## src/mcspg_pkg.sv

```systemverilog
// Shared types and constants for the multi-channel servo pulse generator.
package mcspg_pkg;

  typedef enum logic [1:0] {
    OP_TICK      = 2'd0,
    OP_SET_ANGLE = 2'd1,
    OP_LOAD_CAL  = 2'd2,
    OP_KEEPALIVE = 2'd3
  } op_t;

  // Configuration register indexes
  localparam logic REG_FRAME_LENGTH = 1'b0;
  localparam logic REG_LINK_TIMEOUT = 1'b1;

  localparam logic [15:0] FRAME_LENGTH_RST = 16'd2200;
  localparam logic [7:0]  LINK_TIMEOUT_RST = 8'd120;

  localparam int LINES_W = 15;

  // Width clamp and angle span
  localparam int          DEG_SPAN  = 180;
  localparam logic [10:0] WIDTH_MAX = 11'd2047;

  // x / 180 == (x * RECIP_K) >> RECIP_SHIFT for x < 381300
  localparam int          RECIP_SHIFT = 26;
  localparam logic [18:0] RECIP_K     = 19'(((64'd1 << RECIP_SHIFT) + DEG_SPAN - 1) / DEG_SPAN);

  typedef struct packed {
    op_t               op;
    logic [3:0]        channel;
    logic [7:0]        degrees;
    logic signed [10:0] cal_offset;
    logic signed [10:0] cal_gain;
  } item_t;

  typedef struct packed {
    logic [LINES_W-1:0] pulse_lines;
    logic               frame_start;
    logic               servo_power;
    logic               link_lost;
  } result_t;

endpackage

```

## src/mcspg_width_calc.sv

```systemverilog
// Pulse width from offset and scaled angle product: divide by 180, add, clamp.
module mcspg_width_calc (
  input  logic signed [19:0] prod,
  input  logic signed [10:0] offset,
  output logic [10:0]        width
);

  logic [18:0]        mag;
  logic [37:0]        scaled;
  logic [11:0]        q_mag;
  logic signed [12:0] q;
  logic signed [12:0] sum;

  always_comb begin
    // work on magnitude so the quotient truncates toward zero
    mag    = prod[19] ? 19'(-prod) : prod[18:0];
    scaled = 38'(mag) * 38'(mcspg_pkg::RECIP_K);
    q_mag  = scaled[mcspg_pkg::RECIP_SHIFT +: 12];
    q      = prod[19] ? -$signed({1'b0, q_mag}) : $signed({1'b0, q_mag});
    sum    = 13'(offset) + q;
    if (sum < 0) begin
      width = 11'd0;
    end else if (sum > $signed({2'b00, mcspg_pkg::WIDTH_MAX})) begin
      width = mcspg_pkg::WIDTH_MAX;
    end else begin
      width = sum[10:0];
    end
  end

endmodule

```

## src/multi_channel_servo_pulse_generator.sv

```systemverilog
// Top level: servo frame counter, per-channel widths, power watchdog, result queue.
// A transaction passes the input register, the stage B register and the result queue before it shows on the output.
// Throughput: one transaction per cycle; the input register, the width/pulse
//   stage and a two-entry result queue run in lockstep and stall together
//   only when the queue is full.
// Reset (rst, synchronous): clears widths, calibration, frame counter, silent
//   frame count, power, held lines and the queue; registers return to defaults.
module multi_channel_servo_pulse_generator #(
  parameter int CHANNELS = 15
) (
  input  logic                         clk,
  input  logic                         rst,
  // configuration port
  input  logic                         cfg_we,
  input  logic                         cfg_index,
  input  logic [15:0]                  cfg_data,
  // input channel
  input  logic                         in_valid,
  output logic                         in_ready,
  input  logic [1:0]                   op,
  input  logic [3:0]                   channel,
  input  logic [7:0]                   degrees,
  input  logic signed [10:0]           cal_offset,
  input  logic signed [10:0]           cal_gain,
  // result channel
  output logic                         out_valid,
  input  logic                         out_ready,
  output logic [mcspg_pkg::LINES_W-1:0] pulse_lines,
  output logic                         frame_start,
  output logic                         servo_power,
  output logic                         link_lost
);

  localparam int IDX_W = (CHANNELS > 1) ? $clog2(CHANNELS) : 1;

  // Configuration registers
  logic [15:0] frame_length;
  logic [7:0]  link_timeout;

  // Channel state
  logic [10:0]        pulse_width  [CHANNELS];
  logic signed [10:0] width_offset [CHANNELS];
  logic signed [10:0] width_gain   [CHANNELS];
  logic [15:0]        frame_counter;
  logic [7:0]         silent_frames;
  logic               power_on;
  logic [mcspg_pkg::LINES_W-1:0] held_lines;

  // Pipeline
  logic               adv;
  logic               a_valid;
  mcspg_pkg::item_t   a_item;
  logic [IDX_W-1:0]   a_idx;
  logic               a_ch_ok;
  logic signed [19:0] a_prod;

  logic               b_valid;
  mcspg_pkg::op_t     b_op;
  logic [IDX_W-1:0]   b_idx;
  logic               b_ch_ok;
  logic signed [19:0] b_prod;
  logic signed [10:0] b_offset;
  logic [10:0]        b_width;

  // Result queue
  mcspg_pkg::result_t q_mem [2];
  logic               q_wr_ptr;
  logic               q_rd_ptr;
  logic [1:0]         q_count;
  logic               q_push;
  logic               q_pop;
  mcspg_pkg::result_t res;

  // Tick evaluation
  logic [mcspg_pkg::LINES_W-1:0] lines;
  logic [16:0]        counter_inc;
  logic               is_start;
  logic               timed_out;

  // Whole pipeline moves when the queue has room: no path from out_ready to in_ready.
  assign adv      = (q_count != 2'd2);
  assign in_ready = adv;

  // ---------------------------------------------------------------------------
  // Configuration writes
  // ---------------------------------------------------------------------------
  always_ff @(posedge clk) begin
    if (rst) begin
      frame_length <= mcspg_pkg::FRAME_LENGTH_RST;
      link_timeout <= mcspg_pkg::LINK_TIMEOUT_RST;
    end else if (cfg_we) begin
      unique case (cfg_index)
        mcspg_pkg::REG_FRAME_LENGTH: frame_length <= cfg_data;
        mcspg_pkg::REG_LINK_TIMEOUT: link_timeout <= cfg_data[7:0];
        default: ;
      endcase
    end
  end

  // ---------------------------------------------------------------------------
  // Stage A: input register, calibration write, angle * gain product
  // ---------------------------------------------------------------------------
  always_ff @(posedge clk) begin
    if (rst) begin
      a_valid <= 1'b0;
    end else if (adv) begin
      a_valid <= in_valid;
    end
  end

  always_ff @(posedge clk) begin
    if (adv) begin
      a_item.op         <= mcspg_pkg::op_t'(op);
      a_item.channel    <= channel;
      a_item.degrees    <= degrees;
      a_item.cal_offset <= cal_offset;
      a_item.cal_gain   <= cal_gain;
    end
  end

  assign a_idx   = IDX_W'(a_item.channel);
  assign a_ch_ok = ({2'b00, a_item.channel} < 6'(CHANNELS));
  // degrees is unsigned: prepend a zero so the product stays signed
  assign a_prod  = $signed({1'b0, a_item.degrees}) * width_gain[a_idx];

  // Calibration lands at the end of stage A, so a set-angle right behind sees it.
  always_ff @(posedge clk) begin
    if (rst) begin
      for (int i = 0; i < CHANNELS; i++) begin
        width_offset[i] <= '0;
        width_gain[i]   <= '0;
      end
    end else if (adv && a_valid && a_ch_ok && (a_item.op == mcspg_pkg::OP_LOAD_CAL)) begin
      width_offset[a_idx] <= a_item.cal_offset;
      width_gain[a_idx]   <= a_item.cal_gain;
    end
  end

  // ---------------------------------------------------------------------------
  // Stage B: width update, tick evaluation, power watchdog
  // ---------------------------------------------------------------------------
  always_ff @(posedge clk) begin
    if (rst) begin
      b_valid <= 1'b0;
    end else if (adv) begin
      b_valid <= a_valid;
    end
  end

  always_ff @(posedge clk) begin
    if (adv) begin
      b_op     <= a_item.op;
      b_idx    <= a_idx;
      b_ch_ok  <= a_ch_ok;
      b_prod   <= a_prod;
      b_offset <= width_offset[a_idx];
    end
  end

  mcspg_width_calc u_width_calc (
    .prod   (b_prod),
    .offset (b_offset),
    .width  (b_width)
  );

  // Each line is high while the counter is below its channel's width.
  for (genvar g = 0; g < mcspg_pkg::LINES_W; g++) begin : g_line
    if (g < CHANNELS) begin : g_used
      assign lines[g] = ({5'd0, pulse_width[g]} > frame_counter);
    end else begin : g_unused
      assign lines[g] = 1'b0;
    end
  end

  assign counter_inc = {1'b0, frame_counter} + 17'd1;
  assign is_start    = (frame_counter == 16'd0);
  assign timed_out   = (silent_frames >= link_timeout);

  always_comb begin
    res.pulse_lines = held_lines;
    res.frame_start = 1'b0;
    res.servo_power = power_on;
    res.link_lost   = 1'b0;
    unique case (b_op)
      mcspg_pkg::OP_TICK: begin
        res.pulse_lines = lines;
        res.frame_start = is_start;
        if (is_start && timed_out) begin
          res.servo_power = 1'b0;
          res.link_lost   = 1'b1;
        end
      end
      mcspg_pkg::OP_KEEPALIVE: begin
        res.servo_power = 1'b1;
      end
      default: ;
    endcase
  end

  always_ff @(posedge clk) begin
    if (rst) begin
      for (int i = 0; i < CHANNELS; i++) begin
        pulse_width[i] <= '0;
      end
      frame_counter <= '0;
      silent_frames <= '0;
      power_on      <= 1'b0;
      held_lines    <= '0;
    end else if (adv && b_valid) begin
      unique case (b_op)
        mcspg_pkg::OP_TICK: begin
          held_lines <= lines;
          if (is_start) begin
            if (timed_out) begin
              // drop power and restart the silent-frame count
              power_on      <= 1'b0;
              silent_frames <= '0;
            end else begin
              silent_frames <= silent_frames + 8'd1;
            end
          end
          // wrap once the next count reaches the frame length
          frame_counter <= (counter_inc >= {1'b0, frame_length}) ? 16'd0
                                                                  : counter_inc[15:0];
        end
        mcspg_pkg::OP_SET_ANGLE: begin
          if (b_ch_ok) begin
            pulse_width[b_idx] <= b_width;
          end
        end
        mcspg_pkg::OP_KEEPALIVE: begin
          power_on      <= 1'b1;
          silent_frames <= '0;
        end
        default: ;
      endcase
    end
  end

  // ---------------------------------------------------------------------------
  // Result queue: two entries, so a waiting result never stalls the next item
  // ---------------------------------------------------------------------------
  assign q_push = adv && b_valid;
  assign q_pop  = out_valid && out_ready;

  always_ff @(posedge clk) begin
    if (rst) begin
      q_wr_ptr <= 1'b0;
      q_rd_ptr <= 1'b0;
      q_count  <= 2'd0;
    end else begin
      if (q_push) begin
        q_wr_ptr <= ~q_wr_ptr;
      end
      if (q_pop) begin
        q_rd_ptr <= ~q_rd_ptr;
      end
      q_count <= q_count + 2'(q_push) - 2'(q_pop);
    end
  end

  always_ff @(posedge clk) begin
    if (q_push) begin
      q_mem[q_wr_ptr] <= res;
    end
  end

  assign out_valid   = (q_count != 2'd0);
  assign pulse_lines = q_mem[q_rd_ptr].pulse_lines;
  assign frame_start = q_mem[q_rd_ptr].frame_start;
  assign servo_power = q_mem[q_rd_ptr].servo_power;
  assign link_lost   = q_mem[q_rd_ptr].link_lost;

endmodule

```

## config.mk

```make
export PLATFORM = sky130hd
export DESIGN_NAME = multi_channel_servo_pulse_generator
export DESIGN_NICKNAME = d
export VERILOG_FILES = /design/src/mcspg_pkg.sv /design/src/mcspg_width_calc.sv /design/src/multi_channel_servo_pulse_generator.sv
export SDC_FILE = /design/constraint.sdc
export NUM_CORES = 2
export LEC_CHECK = 0
export BUFFER_PORTS_ARGS = -buffer_cell sky130_fd_sc_hd__buf_2
export CELL_PAD_IN_SITES_DETAIL_PLACEMENT = 1
export CELL_PAD_IN_SITES_GLOBAL_PLACEMENT = 2
export CORE_MARGIN = 3
export CORE_UTILIZATION = 41
export CTS_CLUSTER_SIZE = 40
export DETAILED_ROUTE_END_ITERATION = 10
export GPL_ROUTABILITY_DRIVEN = 0
export PLACE_DENSITY_LB_ADDON = 0.1
export RECOVER_POWER = 100
export SLEW_MARGIN = 20
export SYNTH_ARGS = -nofsm -noshare
export SYNTH_HDL_FRONTEND = slang
export SYNTH_SLANG_ARGS = --single-unit
export TNS_END_PERCENT = 5
```

## constraint.sdc

```tcl
create_clock -name clk -period 8.6 [get_ports clk]
set_input_delay 0.86 -clock clk [delete_from_list [all_inputs] [get_ports clk]]
set_output_delay 0.86 -clock clk [all_outputs]
set_load 0.1 [all_outputs]
```

# After elaboration in Yosys (flattened, before gate mapping)
# Memories as Yosys holds them, arrays and structs flattened. A register that Yosys moved wholly into a read port is not among the register bits.
# Cells that the tools add are included.
# totals
inputBits	58
ram_bits	531
out_inout_bits	20
wordCells	119
register_bits	133
mem_count	4
# classes
n_reduce_logical	18
bitwise_logic	3
addsub	7
multipliers	2
n_lt_le_gt_ge	20
eq_ne	6
mux	39
# memory_table
name	words	word_bits	read_ports	rd_clocked_by_memory_dff	write_ports	line	rtl
pulse_width	15	11	15	0	15	multi_channel_servo_pulse_generator.sv:41	logic [10:0] pulse_width [CHANNELS];
width_gain	15	11	1	1	15	multi_channel_servo_pulse_generator.sv:43	logic signed [10:0] width_gain [CHANNELS];
width_offset	15	11	1	1	15	multi_channel_servo_pulse_generator.sv:42	logic signed [10:0] width_offset [CHANNELS];
q_mem	2	18	1	1	1	multi_channel_servo_pulse_generator.sv:66	mcspg_pkg::result_t q_mem [2];
# op_table
operator	n
$gt A11 B16 Y1	15
$mux W11	5
$mul A19 B17 Y36 const B	1
$reduce_or A11 Y1	3
$mux W16	2
$mul A9 B11 Y20	1
$mux W1	20
$mux W19	1
$neg A19 Y19	1
$add A16 B1 Y17 const B	1
$ge A17 B16 Y1	1
$logic_not A16 Y1	1
$mux W4	4
$mux W8	2
$pmux W8 S2	1
$add A11 B13 Y13	1
$gt A13 B12 Y1 const B	1
$lt A13 B1 Y1 const B	1
$mux W13	1
$neg A12 Y13	1
$add A8 B1 Y8 const B	1
$ge A8 B8 Y1	1
$logic_and A1 B1 Y1	6
$ne A2 B2 Y1 const B	3
other kinds (13)	20

# Longest topological paths before layout
# logic_depth
ltp_word	10
ltp_mapped	42
mapped_depth_nobuf	40

# By module
# Synthesis repeated with hierarchy kept, for this count alone.
# unflattened
cells_unflattened	3576
area_unflattened_um2	43553.0
# by_module_without_submodules
module	cells_each	seq_area_each_um2	n_inst	area_per_inst_um2
multi_channel_servo_pulse_generator	2766	20329.5	1	36641.4
mcspg_width_calc	810	0.0	1	6911.6

# Least setup slack after synthesis
# No wires, ideal clock.
# synth_timing
kind	reg-to-reg
from	register b_prod[0]
to	memory pulse_width[12][5], data pin
synth_period_minus_slack_ps	9283
required_time_ps	8321
n_path_buf	2
stages_incl_launch_ff	36
setup_ps	279
path_slack_ps	-683
arrival_time_ps	9004
cell_sequence	edfxtp_1 > or3_1 > o31ai_1 > xor2_1 > inv_1 > ha_1 > xor2_1 > ha_1 > a21oi_1 > fa_1 > fa_1 > inv_1 > fa_1 > inv_1 > fa_1 > inv_1 > ha_1 > a21o_1 > a221o_1 > a2111oi_2 > nand3_1 > and3_1 > a21oi_2 > o31ai_4 > a41oi_1 > nor2_1 > xnor2_1 > ha_1 > a21oi_1 > inv_1 > o311a_1 > a311o_1 > xor2_1 > buf_6 > buf_4 > nor3_1
# synth_lines
item	line	rtl
start, declared	multi_channel_servo_pulse_generator.sv:61	logic signed [19:0] b_prod;
start signal, assigned	multi_channel_servo_pulse_generator.sv:155	b_prod <= a_prod;
end, declared	multi_channel_servo_pulse_generator.sv:41	

==> qor.yml <==
async_flop_share_pct: 0
crit_arrival_ps: 9660
drc: 0
syn_area_sq_mm: 0.0433
slew-limit-headroom_pct: -168
drt_iter0_drc: 1548
setup_viol: 165
detail-route-antenna-nets: 0
crit_top_cell: "fa_1"
synth-edff-count: 627
clock_path_buffers: 3
die_area_sq_mm: 0.110
cts_tree: "yes"
initial_core_util_pct: 41.6
yosys.area.top_type_share_pct: 43.5
die_x_microns: 331
finalHoldViolCount: 0
cts_buffers: 79
first_global_vias: 31700
grt.total_usage_pct: 22.8
port_buffers: 77
first_pass_iters: 5
num_vias: 28700
tightest_slew_ps: 4030
wl_per_cell_microns: 23.2
avgViaCountPerCell: 5.41
ys_ff_latch: 702
slew_violations: 697
crit_fanout: 24
clock_sinks: 702
place_inst: 5135
io_pins: 78
cts-root-buf: "clkbuf_16"
grt_setup_unrepaired: "true"
fmax_mhz: 108
syn_to_final_growth_pct: 16.0
ys_seq_area_share_pct: 47.0
rows: 118
syn_avg_cell_area_sq_um: 12.1
cp.required_ps: 8980
yosysWarnings: 0
end_kind: "register"
max_stage_delay_ps: 530
status: "finished, violations left"
synth.area.top_cells: "edfxtp_1 (43%), ha_1 (11%), fa_1 (7.8%)"
synth_top_flop_cell: "edfxtp_1"
finClkSkew_ps: 57.5
clock_latency_ps: 670
finalCritPeriodShare_pct: 108
routed_wirelength_microns: 123000
dp_hpwl_microns: 84800
crit_type: "register to register"
holdBufCountCts: 0
setup_ws_ps: -685
holdCritPathClass: "input pin to register"
drive_above_1_share_pct: 17.6
clk_pin_slew_ps: 60
pre_cts_slack_ps: -744
yosys.cell_types.count: 71
cp_slowest_cell: "fa_1"
violations: "capacitance limit, slew limit, setup timing"
fin_cells: 5306
core_area_sq_mm: 0.104
antenna_found_initial: 0
syn_inst: 3581
max_cap_viol_count: 28
grt_max_degree: 62
cts_max_level: 3
reg2reg_slack_ps: -680
hold-worst-slack_ps: 370
die_y_microns: 331
fin_crit_ps: 9280
grt_overflow: 0
yosys.area.top_type: "edfxtp_1"
final_nets: 4478
fin_util_pct: 48.2
grt_pass1_wl_microns: 190000
critical_path.startpoint_type: "register"
[kinds of logic after synthesis]
group | share of synthesized area, %
mux | 6.83
flops | 47.0
simple gates | 14.2
fa+ha+maj | 19.1
compound gates | 5.77
other cells | 0.00866
xor+xnor | 1.94
buf+inv | 5.14
[placed cells by master, fill, tap and decap left out, types with 27 or more instances in the layout]
cell type and n:
buf_2 42, buf_4 210, nor2b_1 27, nand3_1 46, a21oi_1 94, inv_1 396
nand2_1 186, clkbuf_16 80, nor2_1 87, and2_1 162, clkinv_1 27, edfxtp_1 627
nand4_1 59, dfxtp_1 73, nor3_2 59, xnor2_1 63, ha_1 378, fa_1 167
and2_0 216, clkbuf_1 79, mux4_2 110, nor3_1 140, o21a_1 81, o21ai_0 73
[repair_timing]
| item | 4_1_cts | 5_1_grt |
|---|---|---|
| pin swaps | 16 | 61 |
| gates resized for setup | 13 | 72 |
| endpoints found under the setup margin | 165 | 165 |
| buffers inserted | 6 | 15 |
| hold endpoints to repair | 0 | 0 |
| gates cloned | 1 | 1 |
[metal layers]
metal	part of all wire [%]	vias up	global-route usage, %
li1	-	13200	-
met3	3.5	152	2.91
met2	50	465	39.4
met4	2.0	0	5.24
met1	45	14900	30.5
met5	0	-	0
[synth_stat cells, types with 6 or more instances]
master / number
nor3_2: 57
mux4_2: 110
a21oi_1: 102
xnor2_1: 75
nor3_1: 147
a21o_1: 21
xor2_1: 21
and3_1: 23
buf_1: 19
o21a_1: 81
dfxtp_1: 75
nor2b_1: 29
nand3_1: 50
nor4_1: 23
a31oi_1: 16
inv_1: 403
or2_2: 8
and2_1: 379
buf_2: 7
nor2_1: 101
o31ai_1: 6
nand2_1: 189
or3_1: 11
o21ai_0: 85
edfxtp_1: 627
nand4_1: 59
o211ai_1: 23
ha_1: 393
buf_4: 9
mux2_2: 37
fa_1: 168
nand2b_1: 12
clkbuf_1: 136
[worst paths after layout]
check | start | endpoint | cells after the start
worst min register to register | a_item[35] | b_op[1] | 0
worst max-delay path | b_prod[0] | pulse_width[0][3] | 39
worst max register to register | b_prod[0] | pulse_width[0][3] | 39
worst min-delay path | cal_offset[9] | a_item[20] | 1
[cell type report]
class / instances / area (sq um)
multi-input cells: 2322 / 21400
clock inverters: 53 / 529
flip-flops and latches: 702 / 20300
fillers: 10900 / 53900
clock buffers: 94 / 2060
well taps: 1380 / 1730
inverters: 405 / 1520
diodes: 1 / 2.50
repair buffers: 349 / 2600
[metrics by stage]
stage | instance area (sq um) | setup TNS [ps]
finish | 50200 | -106300
floorplan | 43700 | 0
global route | 50200 | -149880
CTS | 50000 | -102140
detailed placement | 47300 | -116280
global placement | 47300 | -82990
[sequential cells by signal, summed over array words and instances (netlist names), 2 cells and up, named ones only]
| signal | count |
|---|---|
| b_idx | 4 |
| frame_counter | 16 |
| silent_frames | 8 |
| frame_length | 16 |
| q_mem | 36 |
| held_lines | 15 |
| pulse_width | 165 |
| b_op | 2 |
| a_idx | 4 |
| link_timeout | 8 |
| b_prod | 20 |
| width_offset | 176 |
| width_gain | 176 |
| q_count | 2 |
| b_offset | 11 |
| a_item | 32 |
[critical path: cells and delay by family, from the launching register on]
family                     cells  cell delay (ps)
adders and majority gates      9             3190
AOI/OAI and AO/OA             12             2470
and+or+nand+nor                5             1050
xor gates and xnor gates       5              960
buffers and inverters          8              900
DFF                            1              420
Power is left out: the tool's default activity adds up to more than one toggle a clock period on the data nets, which glitch-free logic cannot reach.
